**config.mk**
```make
export PLATFORM = sky130hd
export DESIGN_NAME = pppoe_tag_parser
export DESIGN_NICKNAME = d
export VERILOG_FILES = /design/src/rtl/core/ptp_pkg.sv /design/src/rtl/core/pppoe_tag_parser.sv /design/src/rtl/core/ptp_parse.sv
export SDC_FILE = /design/constraint.sdc
export NUM_CORES = 1
export LEC_CHECK = 0
export BUFFER_PORTS_ARGS = -buffer_cell sky130_fd_sc_hd__buf_2
export CORE_ASPECT_RATIO = 0.6
export CORE_MARGIN = 5
export CORE_UTILIZATION = 40
export CTS_CLUSTER_SIZE = 10
export DETAILED_ROUTE_END_ITERATION = 10
export SLEW_MARGIN = 15
export SYNTH_ARGS = -nofsm -noshare
export SYNTH_HDL_FRONTEND = slang
export SYNTH_SLANG_ARGS = --single-unit
```
**constraint.sdc**
```tcl
create_clock -name clk -period 9.6 [get_ports clk]
set_input_delay 0.96 -clock clk [delete_from_list [all_inputs] [get_ports clk]]
set_output_delay 0.96 -clock clk [all_outputs]
set_load 0.05 [all_outputs]
```
**src/rtl/core/ptp_pkg.sv**
```systemverilog
// ----------------------------------------------------------------------------
// ptp_pkg: shared types for the PPPoE tag parser
// Result kinds, error codes and the result word that leaves the parse stage.
// ----------------------------------------------------------------------------
package ptp_pkg;

  localparam logic [10:0] MaxPayloadReset = 11'd1494;

  typedef enum logic [1:0] {
    KIND_VALUE  = 2'd0,
    KIND_EMPTY  = 2'd1,
    KIND_ACCEPT = 2'd2,
    KIND_REJECT = 2'd3
  } kind_t;

  typedef enum logic [2:0] {
    ERR_NONE      = 3'd0,
    ERR_VERSION   = 3'd1,
    ERR_TYPE      = 3'd2,
    ERR_LENGTH    = 3'd3,
    ERR_TAG_LEN   = 3'd4,
    ERR_TRUNCATED = 3'd5
  } err_t;

  typedef struct packed {
    kind_t       kind;
    logic [15:0] tag_type;
    logic [10:0] tag_length;
    logic [7:0]  value_byte;
    logic [10:0] value_index;
    logic        tag_last;
    logic        packet_end;
    err_t        error_code;
  } result_t;

endpackage

```
**src/rtl/core/pppoe_tag_parser.sv**
```systemverilog
// ----------------------------------------------------------------------------
// pppoe_tag_parser: PPPoE discovery tag parser
// Walks the PPPoE header and the tag list one byte per cycle while in_ready is high.
// ----------------------------------------------------------------------------
// Usage:
//   Feed the frame on the in_* channel starting at the 6-byte PPPoE header,
//   one byte per word, with frame_last set on the last byte of the frame.
//   Results leave on the out_* channel: one word per tag value byte, one for
//   an empty tag, and one that accepts or rejects the packet unless a tag word
//   already closes it with packet_end. Bytes after the packet closes give
//   nothing until frame_last, which returns the parser to its start state; a
//   frame that ends with the packet open is rejected. A result is in the output
//   register the cycle after its byte is accepted. Bytes are taken one per cycle
//   while in_ready is high, via the single parse stage and output register.
//   When the receiver stalls with a result waiting, in_ready drops until the
//   result is taken; bytes that give no result still need the register free.
//   cfg_wr_en/cfg_wr_data write max_payload in the same edge; write it only
//   while the parser is idle.
//   Reset (rst, synchronous) clears the parse state and out_valid (not the
//   output data register) and sets max_payload to 1494.
// ----------------------------------------------------------------------------
module pppoe_tag_parser import ptp_pkg::*; (
  input  logic        clk,
  input  logic        rst,
  input  logic        cfg_wr_en,
  input  logic [10:0] cfg_wr_data,
  input  logic        in_valid,
  output logic        in_ready,
  input  logic [7:0]  data_byte,
  input  logic        frame_last,
  output logic        out_valid,
  input  logic        out_ready,
  output logic [1:0]  kind,
  output logic [15:0] tag_type,
  output logic [10:0] tag_length,
  output logic [7:0]  value_byte,
  output logic [10:0] value_index,
  output logic        tag_last,
  output logic        packet_end,
  output logic [2:0]  error_code
);

  logic [10:0] max_payload;
  logic        accept;
  logic        res_valid;
  result_t     res;
  result_t     res_q;

  assign in_ready = !out_valid || out_ready;
  assign accept   = in_valid && in_ready;

  ptp_parse u_parse (
    .clk         (clk),
    .rst         (rst),
    .accept      (accept),
    .data_byte   (data_byte),
    .frame_last  (frame_last),
    .max_payload (max_payload),
    .res_valid   (res_valid),
    .res         (res)
  );

  always_ff @(posedge clk) begin
    if (rst) begin
      max_payload <= MaxPayloadReset;
    end else if (cfg_wr_en) begin
      max_payload <= cfg_wr_data;
    end
  end

  always_ff @(posedge clk) begin
    if (rst) begin
      out_valid <= 1'b0;
    end else if (accept) begin
      out_valid <= res_valid;
    end else if (out_ready) begin
      out_valid <= 1'b0;
    end
  end

  // load only on a new result so a stalled word holds
  always_ff @(posedge clk) begin
    if (accept && res_valid) res_q <= res;
  end

  assign kind        = res_q.kind;
  assign tag_type    = res_q.tag_type;
  assign tag_length  = res_q.tag_length;
  assign value_byte  = res_q.value_byte;
  assign value_index = res_q.value_index;
  assign tag_last    = res_q.tag_last;
  assign packet_end  = res_q.packet_end;
  assign error_code  = res_q.error_code;

  a_reject_closes: assert property (@(posedge clk) disable iff (rst)
    out_valid && (kind == KIND_REJECT) |-> packet_end && (error_code != ERR_NONE))
    else $error("reject word without packet_end or error code");

  a_value_no_error: assert property (@(posedge clk) disable iff (rst)
    out_valid && (kind == KIND_VALUE || kind == KIND_EMPTY) |-> error_code == ERR_NONE)
    else $error("tag word carries an error code");

  a_empty_shape: assert property (@(posedge clk) disable iff (rst)
    out_valid && (kind == KIND_EMPTY) |-> tag_last && (value_index == 11'd0) &&
      (value_byte == 8'd0) && (tag_length == 11'd0))
    else $error("empty tag word malformed");

  a_end_is_last: assert property (@(posedge clk) disable iff (rst)
    out_valid && packet_end && (kind == KIND_VALUE) |-> tag_last)
    else $error("packet closed in the middle of a tag value");

endmodule

```
**src/rtl/core/ptp_parse.sv**
```systemverilog
// ----------------------------------------------------------------------------
// ptp_parse: byte-wise PPPoE header and tag walker
// Holds the parse state and computes, for one accepted byte, the next state
// and at most one result word.
// ----------------------------------------------------------------------------
module ptp_parse import ptp_pkg::*; (
  input  logic        clk,
  input  logic        rst,
  input  logic        accept,
  input  logic [7:0]  data_byte,
  input  logic        frame_last,
  input  logic [10:0] max_payload,
  output logic        res_valid,
  output result_t     res
);

  typedef enum logic [1:0] {
    PH_HEADER = 2'd0,
    PH_TAGHDR = 2'd1,
    PH_VALUE  = 2'd2,
    PH_DONE   = 2'd3
  } phase_t;

  phase_t      phase, phase_next;
  logic [2:0]  header_count, header_count_next;
  logic [10:0] payload_length, payload_length_next;
  logic [11:0] payload_offset, payload_offset_next;
  logic [1:0]  tag_header_count, tag_header_count_next;
  logic [15:0] current_type, current_type_next;
  logic [15:0] current_length, current_length_next;
  logic [10:0] value_count, value_count_next;

  logic [15:0] hdr_len;
  logic [16:0] tag_end;
  logic        hit_end;

  function automatic result_t close_word(kind_t k, err_t e);
    result_t r;
    r            = '0;
    r.kind       = k;
    r.packet_end = 1'b1;
    r.error_code = e;
    return r;
  endfunction

  always_comb begin
    phase_next            = phase;
    header_count_next     = header_count;
    payload_length_next   = payload_length;
    payload_offset_next   = payload_offset;
    tag_header_count_next = tag_header_count;
    current_type_next     = current_type;
    current_length_next   = current_length;
    value_count_next      = value_count;
    res_valid             = 1'b0;
    res                   = '0;
    hdr_len               = {current_length[7:0], data_byte};
    tag_end               = '0;
    hit_end               = 1'b0;

    unique case (phase)
      PH_HEADER: begin
        if (header_count == 3'd0) begin
          if (data_byte[7:4] != 4'd1) begin
            res = close_word(KIND_REJECT, ERR_VERSION);
            res_valid = 1'b1;
            phase_next = PH_DONE;
          end else if (data_byte[3:0] != 4'd1) begin
            res = close_word(KIND_REJECT, ERR_TYPE);
            res_valid = 1'b1;
            phase_next = PH_DONE;
          end
        end else if (header_count == 3'd4) begin
          current_length_next = {8'd0, data_byte};
        end else if (header_count == 3'd5) begin
          current_length_next = '0;
          if (hdr_len > {5'd0, max_payload}) begin
            res = close_word(KIND_REJECT, ERR_LENGTH);
            res_valid = 1'b1;
            phase_next = PH_DONE;
          end else if (hdr_len == 16'd0) begin
            res = close_word(KIND_ACCEPT, ERR_NONE);
            res_valid = 1'b1;
            phase_next = PH_DONE;
          end else begin
            payload_length_next   = hdr_len[10:0];
            payload_offset_next   = '0;
            tag_header_count_next = '0;
            phase_next            = PH_TAGHDR;
          end
        end
        header_count_next = header_count + 3'd1;
      end

      PH_TAGHDR: begin
        unique case (tag_header_count)
          2'd0: current_type_next   = {data_byte, 8'd0};
          2'd1: current_type_next   = {current_type[15:8], data_byte};
          2'd2: current_length_next = {data_byte, 8'd0};
          2'd3: current_length_next = {current_length[15:8], data_byte};
          default: current_type_next = current_type;
        endcase
        payload_offset_next   = payload_offset + 12'd1;
        tag_header_count_next = tag_header_count + 2'd1;
        tag_end = {5'd0, payload_offset_next} + {1'b0, current_length_next};
        hit_end = (payload_offset_next == {1'b0, payload_length});
        if (tag_header_count == 2'd3) begin
          if (current_type_next == 16'd0) begin
            // end-of-list tag closes the packet, its length is ignored
            res = close_word(KIND_ACCEPT, ERR_NONE);
            res_valid = 1'b1;
            phase_next = PH_DONE;
          end else if (tag_end > {6'd0, payload_length}) begin
            res = close_word(KIND_REJECT, ERR_TAG_LEN);
            res_valid = 1'b1;
            phase_next = PH_DONE;
          end else if (current_length_next == 16'd0) begin
            res.kind       = KIND_EMPTY;
            res.tag_type   = current_type_next;
            res.tag_last   = 1'b1;
            res.packet_end = hit_end;
            res_valid      = 1'b1;
            if (hit_end) phase_next = PH_DONE;
          end else begin
            value_count_next = '0;
            phase_next       = PH_VALUE;
          end
        end
      end

      PH_VALUE: begin
        payload_offset_next = payload_offset + 12'd1;
        value_count_next    = value_count + 11'd1;
        hit_end = (value_count_next == current_length[10:0]) &&
                  (payload_offset_next == {1'b0, payload_length});
        res.kind        = KIND_VALUE;
        res.tag_type    = current_type;
        res.tag_length  = current_length[10:0];
        res.value_byte  = data_byte;
        res.value_index = value_count;
        res.tag_last    = (value_count_next == current_length[10:0]);
        res.packet_end  = hit_end;
        res_valid       = 1'b1;
        if (res.tag_last) phase_next = hit_end ? PH_DONE : PH_TAGHDR;
      end

      PH_DONE: begin
        // drop bytes until the frame ends
      end

      default: phase_next = phase;
    endcase

    if (frame_last) begin
      if (phase_next != PH_DONE) begin
        res = close_word(KIND_REJECT, ERR_TRUNCATED);
        res_valid = 1'b1;
      end
      phase_next            = PH_HEADER;
      header_count_next     = '0;
      payload_length_next   = '0;
      payload_offset_next   = '0;
      tag_header_count_next = '0;
      current_type_next     = '0;
      current_length_next   = '0;
      value_count_next      = '0;
    end
  end

  always_ff @(posedge clk) begin
    if (rst) begin
      phase            <= PH_HEADER;
      header_count     <= '0;
      payload_length   <= '0;
      payload_offset   <= '0;
      tag_header_count <= '0;
      current_type     <= '0;
      current_length   <= '0;
      value_count      <= '0;
    end else if (accept) begin
      phase            <= phase_next;
      header_count     <= header_count_next;
      payload_length   <= payload_length_next;
      payload_offset   <= payload_offset_next;
      tag_header_count <= tag_header_count_next;
      current_type     <= current_type_next;
      current_length   <= current_length_next;
      value_count      <= value_count_next;
    end
  end

endmodule
```
Word level (Yosys, flattened, before mapping) --
Cells that the tools add are included. W data, S select, Z words.
Storage, ports and cells: register bits after elaboration 138, input port bits 25
Operators by class: add/subtract/negate cells 5, $lt $le $gt $ge 2, equal/unequal tests 26, mux-type cells 90, reduce and logical (&&, ||, !) cells 26
Operators by type and width (number):
- $mux W53 | 11
- $pmux W50 S3 | 1
- $mux W11 | 12
- $mux W16 | 8
- $pmux W16 S2 | 3
- $mux W12 | 6
- $logic_not A16 Y1 | 3
- $mux W2 | 23
- $pmux W12 S2 | 1
- $pmux W11 S2 | 1
- $ne A3 B3 Y1 const B | 7
- $reduce_and A7 Y1 | 3
- $mux W18 | 1
- $add A12 B16 Y17 | 1
- $gt A17 B11 Y1 | 1
- $mux W17 | 1
- $gt A16 B11 Y1 | 1
- $mux W1 | 15
- $add A12 B1 Y12 const B | 1
- $eq A12 B11 Y1 | 1
- $add A11 B1 Y11 const B | 1
- $eq A11 B11 Y1 | 1
- $ne A2 B2 Y1 const B | 5
- $mux W3 | 3
- other kinds (23) | 38

Longest topological paths before layout --
Gate-level depths: netlist of run 1.
word-level depth 13, depth in mapped cells 28, gate-level depth less buffers 23

Cells and area by module --
Synthesis of run 1 repeated with hierarchy kept, for this count alone.
Second synthesis, totals: cell total of the unflattened synthesis 1082, area total of the unflattened synthesis 8943.6 sq um
Modules (own cells, without submodules):
- ptp_parse | times used 1, cells an instance 987, area each 6892.9 sq um
- pppoe_tag_parser | times used 1, cells an instance 95, area each 2050.7 sq um

Worst setup path before layout of run 1 --
OpenSTA, ideal clock, no wires.
path kind register -> register, start reg u_parse.tag_header_count[0], end reg res_q, in the netlist error_code[0], enable pin, library setup time 464 ps, arrival time 6683 ps, data required time 9136 ps, path slack 2453 ps, cell stages (with the launch flop) 26, cell sequence dfxtp_1 -> ha_1 -> buf_4 -> clkbuf_1 -> clkbuf_1 -> nor3b_1 -> a21oi_1 -> inv_1 -> ha_1 -> a211oi_1 -> o21bai_1 -> a21o_1 -> a31oi_4 -> o21ai_0 -> xnor2_1 -> ha_1 -> nand2_1 -> nor2_1 -> a21oi_1 -> o211ai_1 -> nand2_1 -> o211ai_4 -> o31ai_2 -> o31a_1 -> nor2_1 -> nor2_1
On the way: word-level cells in the longest chain between the ends 13, elaborated cells on any way between the ends 26
RTL lines:
- start, declared | line ptp_parse.sv:28 | logic [1:0] tag_header_count, tag_header_count_next;
- start signal, assigned | line ptp_parse.sv:185 | tag_header_count <= tag_header_count_next;
- $eq A2 B2 Y1, on equally long branches | line ptp_parse.sv:96, ptp_parse.sv:107
- $pmux W16 S2 | line ptp_parse.sv:96 | unique case (tag_header_count)
- $mux W16 | line ptp_parse.sv:61 | unique case (phase)
- $add A12 B16 Y17 / $logic_not A16 Y1 (equally long branches) | line ptp_parse.sv:105, ptp_parse.sv:117
- $gt A17 B11 Y1 / $mux W2 (equally long branches) | line ptp_parse.sv:113, ptp_parse.sv:117
- $mux W2 | line ptp_parse.sv:113 | end else if (tag_end > {6'd0, payload_length}) begin
- $mux W2 | line ptp_parse.sv:108 | if (current_type_next == 16'd0) begin
- $mux W2 | line ptp_parse.sv:107 | if (tag_header_count == 2'd3) begin
- $pmux W2 S3 | line ptp_parse.sv:61
- $ne A2 B2 Y1 | line ptp_parse.sv:155 | if (phase_next != PH_DONE) begin
- $mux W1 | line ptp_parse.sv:155
- $mux W1 * | line ptp_parse.sv:154 | if (frame_last) begin
- $logic_and A1 B1 Y1 * | line pppoe_tag_parser.sv:83 | if (accept && res_valid) res_q <= res;
- end signal, assigned | line pppoe_tag_parser.sv:83
- end, declared | line pppoe_tag_parser.sv:47 | result_t res_q;
Every way passes the cells marked *; elsewhere a longest branch is shown, timed or not. The select of a mux whose other input is x is not followed. A chain may end at the register's enable or synchronous reset.

Worst setup path in the final report of run 1 --
start reg u_parse.tag_header_count[0], end reg res_q, in the netlist tag_type[1], enable pin
The elaborated chain is that of the path after synthesis.

==> results of run 1 <==
## final cells by class
cell class,instances,area share
Multi-Input combinational cell,801,0.517
Sequential cell,138,0.319
Timing Repair Buffer,86,0.0441
Clock buffer,17,0.0412
Tap cell,315,0.0382
Clock inverter,15,0.0205
Inverter,54,0.0196
## power breakdown
group / switching (mW) / internal (mW) / total [mW]
combinational: 0.235 / 0.0715 / 0.307
sequential: 0.0169 / 0.647 / 0.664
clock: 0.284 / 0.440 / 0.725
## final timing paths
path	from	to	slack, ns	cells after the start
setup reg to reg	u_parse.tag_header_count[0]	tag_type[1]	3.82	23
hold / removal	u_parse.current_length[15]	u_parse.current_length[15]	0.48	2
setup / recovery	u_parse.tag_header_count[0]	tag_type[1]	3.82	23
hold reg to reg	u_parse.current_length[15]	u_parse.current_length[15]	0.48	2
## registers in the layout, summed over array words and instances, names as in the netlist, 11 cells and up
name                    cells
max_payload                11
tag_length                 11
tag_type                   16
u_parse.current_length     16
u_parse.current_type       16
u_parse.payload_length     11
u_parse.payload_offset     12
u_parse.value_count        11
value_index                11
## layer usage
layer  vias up  part of all wire
met5         -                 0
met4         0             0.012
met3        26             0.078
met2       308              0.39
met1      3840              0.52
li1       3970                 -
## worst max-delay path, stage by stage (launching register included)
cell      delay, ns
dfxtp_1        0.40
ha_1           0.17
buf_4          0.35
nor3b_1        0.10
a21oi_1        0.24
inv_1          0.11
ha_1           0.32
a211oi_1       0.24
o21bai_1       0.12
a21o_1         0.23
a31oi_4        0.32
o21ai_0        0.17
xnor2_1        0.17
ha_1           0.31
nand2_1        0.06
nor2_1         0.18
nand4_1        0.13
nand2_1        0.12
o211ai_4       0.15
o31ai_2        0.51
o31a_1         0.24
nor2_1         0.08
nor2_4         0.07
buf_4          0.52
## placed cells by master, fill, tap and decap left out, types with 5 or more instances in the layout
| cell type | Yosys | routed |
|---|---|---|
| buf_2 | 12 | 79 |
| nand4_1 | 16 | 16 |
| buf_4 | 6 | 6 |
| clkbuf_16 | 0 | 17 |
| mux2i_1 | 8 | 8 |
| a21oi_1 | 67 | 67 |
| o211ai_1 | 19 | 19 |
| nand3b_1 | 5 | 5 |
| o31ai_1 | 10 | 10 |
| and2_1 | 10 | 10 |
| nor2b_1 | 10 | 10 |
| nand2_1 | 78 | 78 |
| inv_6 | 0 | 6 |
| a31oi_1 | 15 | 15 |
| a22o_1 | 19 | 19 |
| nor2_1 | 124 | 123 |
| a22oi_1 | 47 | 47 |
| ha_1 | 48 | 48 |
| o21ai_0 | 54 | 54 |
| nor3_1 | 29 | 29 |
| edfxtp_1 | 53 | 53 |
| xnor2_1 | 24 | 24 |
| a21o_1 | 10 | 10 |
| and3_1 | 38 | 38 |
| xor2_1 | 15 | 15 |
| inv_1 | 53 | 53 |
| nand3_1 | 24 | 24 |
| dfxtp_1 | 85 | 85 |
| nand2b_1 | 29 | 29 |
## cell usage after synthesis, types with 5 or more instances
master,count
a22o_1,19
a21o_1,10
dfxtp_1,85
o31ai_1,10
nand4_1,16
mux2i_1,8
o211ai_1,19
buf_2,12
a21oi_1,67
inv_1,53
nand3_1,24
o21ai_0,54
a22oi_1,47
edfxtp_1,53
nor3_1,29
and2_1,10
nand2_1,78
and3_1,38
nand2b_1,29
buf_4,6
buf_6,5
a31oi_1,15
nand3b_1,5
nor2b_1,10
nor2_1,124
ha_1,48
xor2_1,15
clkbuf_1,55
xnor2_1,24
## metrics by stage
step	hold slack (ns)	std cells	worst slack, ns	power, mW
CTS	0.469	1425	3.85	1.70
floorplan	0.432	1073	2.45	0.904
global placement	0.452	1393	3.79	0.979
finish	0.477	1426	3.82	1.70
detailed placement	0.456	1393	3.61	0.979
global route	0.490	1426	3.30	1.76
## cell families (layout without fill, tap and decap cells)
logic type                 after synthesis  count (layout)  share of synthesized area
adders and majority gates               49              49                     0.0674
xor gates and xnor gates                43              43                     0.0469
AOI/OAI and AO/OA                      302             302                      0.235
muxes                                    8               8                    0.00870
and+or+nand+nor                        399             399                      0.222
buffers and inverters                  134             172                     0.0628
DFF                                    138             138                      0.358
==> results.toml, run 1 <==
[logic_synthesis]
synth_largest_area_cell = "dfxtp_1"
synth.area.top_cells = "dfxtp_1 18%, edfxtp_1 17%, ha_1 6.5%"
synth_edf_count = 53
syn_area_um2 = 9200
ys_warn_count = 0
syn-num-nets = 1147
yosysTopAreaCellShare = 0.185
yosysSeqAreaShare = 0.358
synthArstFlopShare = 0
syn_area_per_cell_um2 = 8.58
synth_flop_cell = "dfxtp_1"
netlist_instances = 1073
ys_seq_elements = 138
yosysUniqueCellTypes = 84

[final_layout]
fillers = 2246
nets = 1172
final_util = 0.451
register_area_um2 = 3290
drive_gt1_frac = 0.134
multi_input_area_um2 = 5340
n_antenna_cell = 0
area_growth_pct = 12.2
design_area_um2 = 10300

[floorplanning]
rows = 43
die_x_um = 206
core_um2 = 22900
die_area_um2 = 26200
fp.dieH_um = 127
io_pins = 80
start_util = 0.403

[critical_path]
cp-end-kind = "flop"
cp_max_fo = 53
cp.arrival_ns = 5.84
start_kind = "flop"
crit_type = "reg2reg"
cp.required_ns = 9.66

[hold_path]
hp-class = "reg2reg"

[drt]
drt_wl_total_mm = 27.2
avgRoutedWirePerCell_um = 19.0
ant_nets = 0
num_vias = 8144
drt_iter0_markers = 946
drc = 0
vias_per_cell = 5.71
first_pass_iters = 5

[power_and_ir_drop]
leakage_nw = 4.14
cellPowerDensity_nw_per_um2 = 164
vdd_drop_max_mv = 0.129

[cts]
clock_sinks = 138
clk_pin_slew_ns = 0.06
clk_latency_ns = 0.44
cts_resized = 0
root_buffer = "clkbuf_16"
cts_inserted_buffers = 17
cts_tree = "yes"
htree_levels = 4
cts.path.max_buffers = 2
cts_setup_buffers = 0
cts_hold_buf = 0

[sta]
worst_slew_pin_slew_ns = 1.23
setup_violations = 0
max_freq_mhz = 173
fin_skew_ns = 0.0153
fin_setup_tns_ns = 0
period_minus_slack_ns = 5.78
slew_viol_final = 0
hold_viol_final = 0
maxSlewHeadroom = 0.176
rsz0062_at_grt = "false"
fin_crit_sh = 0.602

[run_status]
outcome = "finished clean"

[place]
portBuffers = 79
hpwl_mm = 19.3
place.gp.congestion = 0.903
dpl-instance-area_um2 = 9670

[run]
drv_cap = 0

[grt]
grtUsageTotal = 0.210
gr-total-overflow = 0
use_met1 = 0.342
met2_usage = 0.276
grt_busiest_layer = "met1"
antenna_found_initial = 0
grt_first_pass_wirelength_mm = 43.1
use_met3 = 0.0444
grt_max_degree = 70
grt_pass1_vias = 7397
No activity file was read; power rests on OpenSTA's default activity.
==> run 2, diff against run 1 <==
Clock period 9.6 ns to 5.54 ns, I/O delays scaled along.
==> results.toml, run 2 (synthesis gave the netlist of run 1 again) <==
[run_status]
outcome = "finished clean"

[sta]
max_freq_mhz = 195
slew_viol_final = 0
fin_skew_ns = 0.0101
fin_setup_tns_ns = 0
period_minus_slack_ns = 5.14
hold_viol_final = 0
maxSlewHeadroom = 0.143
worst_slew_pin_slew_ns = 1.28
fin_crit_sh = 0.928
setup_violations = 0
rsz0062_at_grt = "false"

[critical_path]
cp_cell_sequence = "inv_1 -> ha_2 -> nor3b_1 -> a21oi_1 -> inv_1 -> ha_1 -> a211oi_1 -> o21bai_1 -> a21o_1 -> a31oi_4 -> o21ai_0 -> xnor2_1 -> ha_1 -> nand2_1 -> nor2_1 -> nand4_1 -> nand2_1 -> o211ai_4 -> o31ai_4 -> o31a_1 -> nor2_1 -> nor2_4 -> buf_12"
cp.required_ns = 5.66
cp.arrival_ns = 5.26
crit_type = "reg2reg"
r2r_end = "tag_type[14]"
r2r_start = "u_parse.tag_header_count[0]"
crit_path_top_delay_cell = "dfxtp_1"
cp_max_fo = 43
cp-end-kind = "flop"
start_kind = "flop"
r2r_cells = 23
ff2ff_setup_slack_ns = 0.40
slowest_delay_ns = 0.34

[grt]
gr-total-overflow = 0
grt_pass1_vias = 7681
grt_max_degree = 70
antenna_found_initial = 0
grt_first_pass_wirelength_mm = 44.8
grtUsageTotal = 0.220

[floorplanning]
die_x_um = 206
fp.dieH_um = 127
die_area_um2 = 26200
io_pins = 80
rows = 43
core_um2 = 22900
start_util = 0.403

[drt]
drt_iter0_markers = 899
drt_wl_total_mm = 28.9
avgRoutedWirePerCell_um = 19.9
first_pass_iters = 5
ant_nets = 0
drc = 0
vias_per_cell = 5.77
num_vias = 8401

[final_layout]
drive_gt1_frac = 0.160
final_cell_mix = "122 x nor2_1, 85 x dfxtp_1, 79 x buf_2"
layout_commonest_cell = "nor2_1"
final_util = 0.464
nets = 1201
n_antenna_cell = 0
area_growth_pct = 15.2

[hold_path]
hold_depth = 3
hp-class = "in2reg"
hold_path_startpoint = "cfg_wr_data[10]"
whs_endpoint = "max_payload[10]"

[power_and_ir_drop]
cellPowerDensity_nw_per_um2 = 279
p_int_mw = 2.03
switchingPower_mw = 0.933
vdd_drop_max_mv = 0.223
combPwrFrac = 0.195
power.share.switching = 0.315
p_seq_frac = 0.385
leakage_nw = 4.28
clockPowerShare = 0.420
power_mw = 2.96

[cts]
clock_sinks = 138
cts_hold_buf = 0
cts_tree = "yes"
cts_inserted_buffers = 17
htree_levels = 4
root_buffer = "clkbuf_16"
clk_latency_ns = 0.44
clk_pin_slew_ns = 0.06
cts.path.max_buffers = 2

[place]
portBuffers = 79
place.gp.congestion = 0.918
hpwl_mm = 20.7

[run]
drv_cap = 0
-- run 2: per-layer routing --
metal	share of wire	wire [µm]	global-route usage
met5	0	0	0
met2	0.39	11400	0.292
met3	0.084	2430	0.0652
met1	0.51	14800	0.346
met4	0.012	357	0.0520
-- run 2: layout make-up --
cell class	instances	area (µm²)
clock buffers	18	439
repair buffers	115	694
well taps	315	394
clock inverters	14	193
flip-flops and latches	138	3290
inverters	54	203
fillers	2231	12300
multi-input cells	801	5390
-- run 2: worst max-delay path, delay by kind of cell (launching register included) --
kind	cells	cell delay, ns
AO/OA/AOI/OAI	9	1.96
XOR/XNOR	1	0.17
flip-flops	1	0.34
adder cells (fa/ha/maj)	3	0.95
AND/OR/NAND/NOR	7	0.84
buffers and inverters	3	0.50
-- run 2: how the worst max path moves through the flow --
| stage | start | end | slack (ns) | depth (start not counted) |
|---|---|---|---|---|
| floorplan | u_parse.tag_header_count[0] | error_code[0] | 0.009 | 26 |
| global placement | u_parse.tag_header_count[0] | tag_type[4] | 0.44 | 24 |
| detailed placement | u_parse.tag_header_count[0] | tag_type[3] | 0.18 | 24 |
| CTS | u_parse.tag_header_count[0] | tag_type[14] | 0.17 | 24 |
| global route | u_parse.tag_header_count[0] | tag_type[3] | 0.04 | 23 |
| finish | u_parse.tag_header_count[0] | tag_type[14] | 0.40 | 23 |
-- run 2: power by group through the flow --
stage | Combinational, mW | Clock [mW] | Sequential, mW
finish | 0.578 | 1.24 | 1.14
global route | 0.613 | 1.31 | 1.15
CTS | 0.560 | 1.26 | 1.14
detailed placement | 0.557 | 0 | 1.16
global placement | 0.555 | 0 | 1.16
floorplan | 0.249 | 0 | 1.32
-- run 2: what timing repair did --
action | 4_1_cts | 5_1_grt
resized for setup | 0 | 8
setup buffers | 0 | 3
setup endpoints to repair | 0 | 116
-- run 2: metrics by stage --
stage,cells,setup slack (ns),hold slack (ns),instance area (µm²)
global placement,1420,0.436,0.449,9910
global route,1455,0.0389,0.332,10600
detailed placement,1420,0.184,0.449,9910
CTS,1452,0.172,0.318,10500
finish,1455,0.401,0.330,10600
floorplan,1073,0.00851,0.432,9220
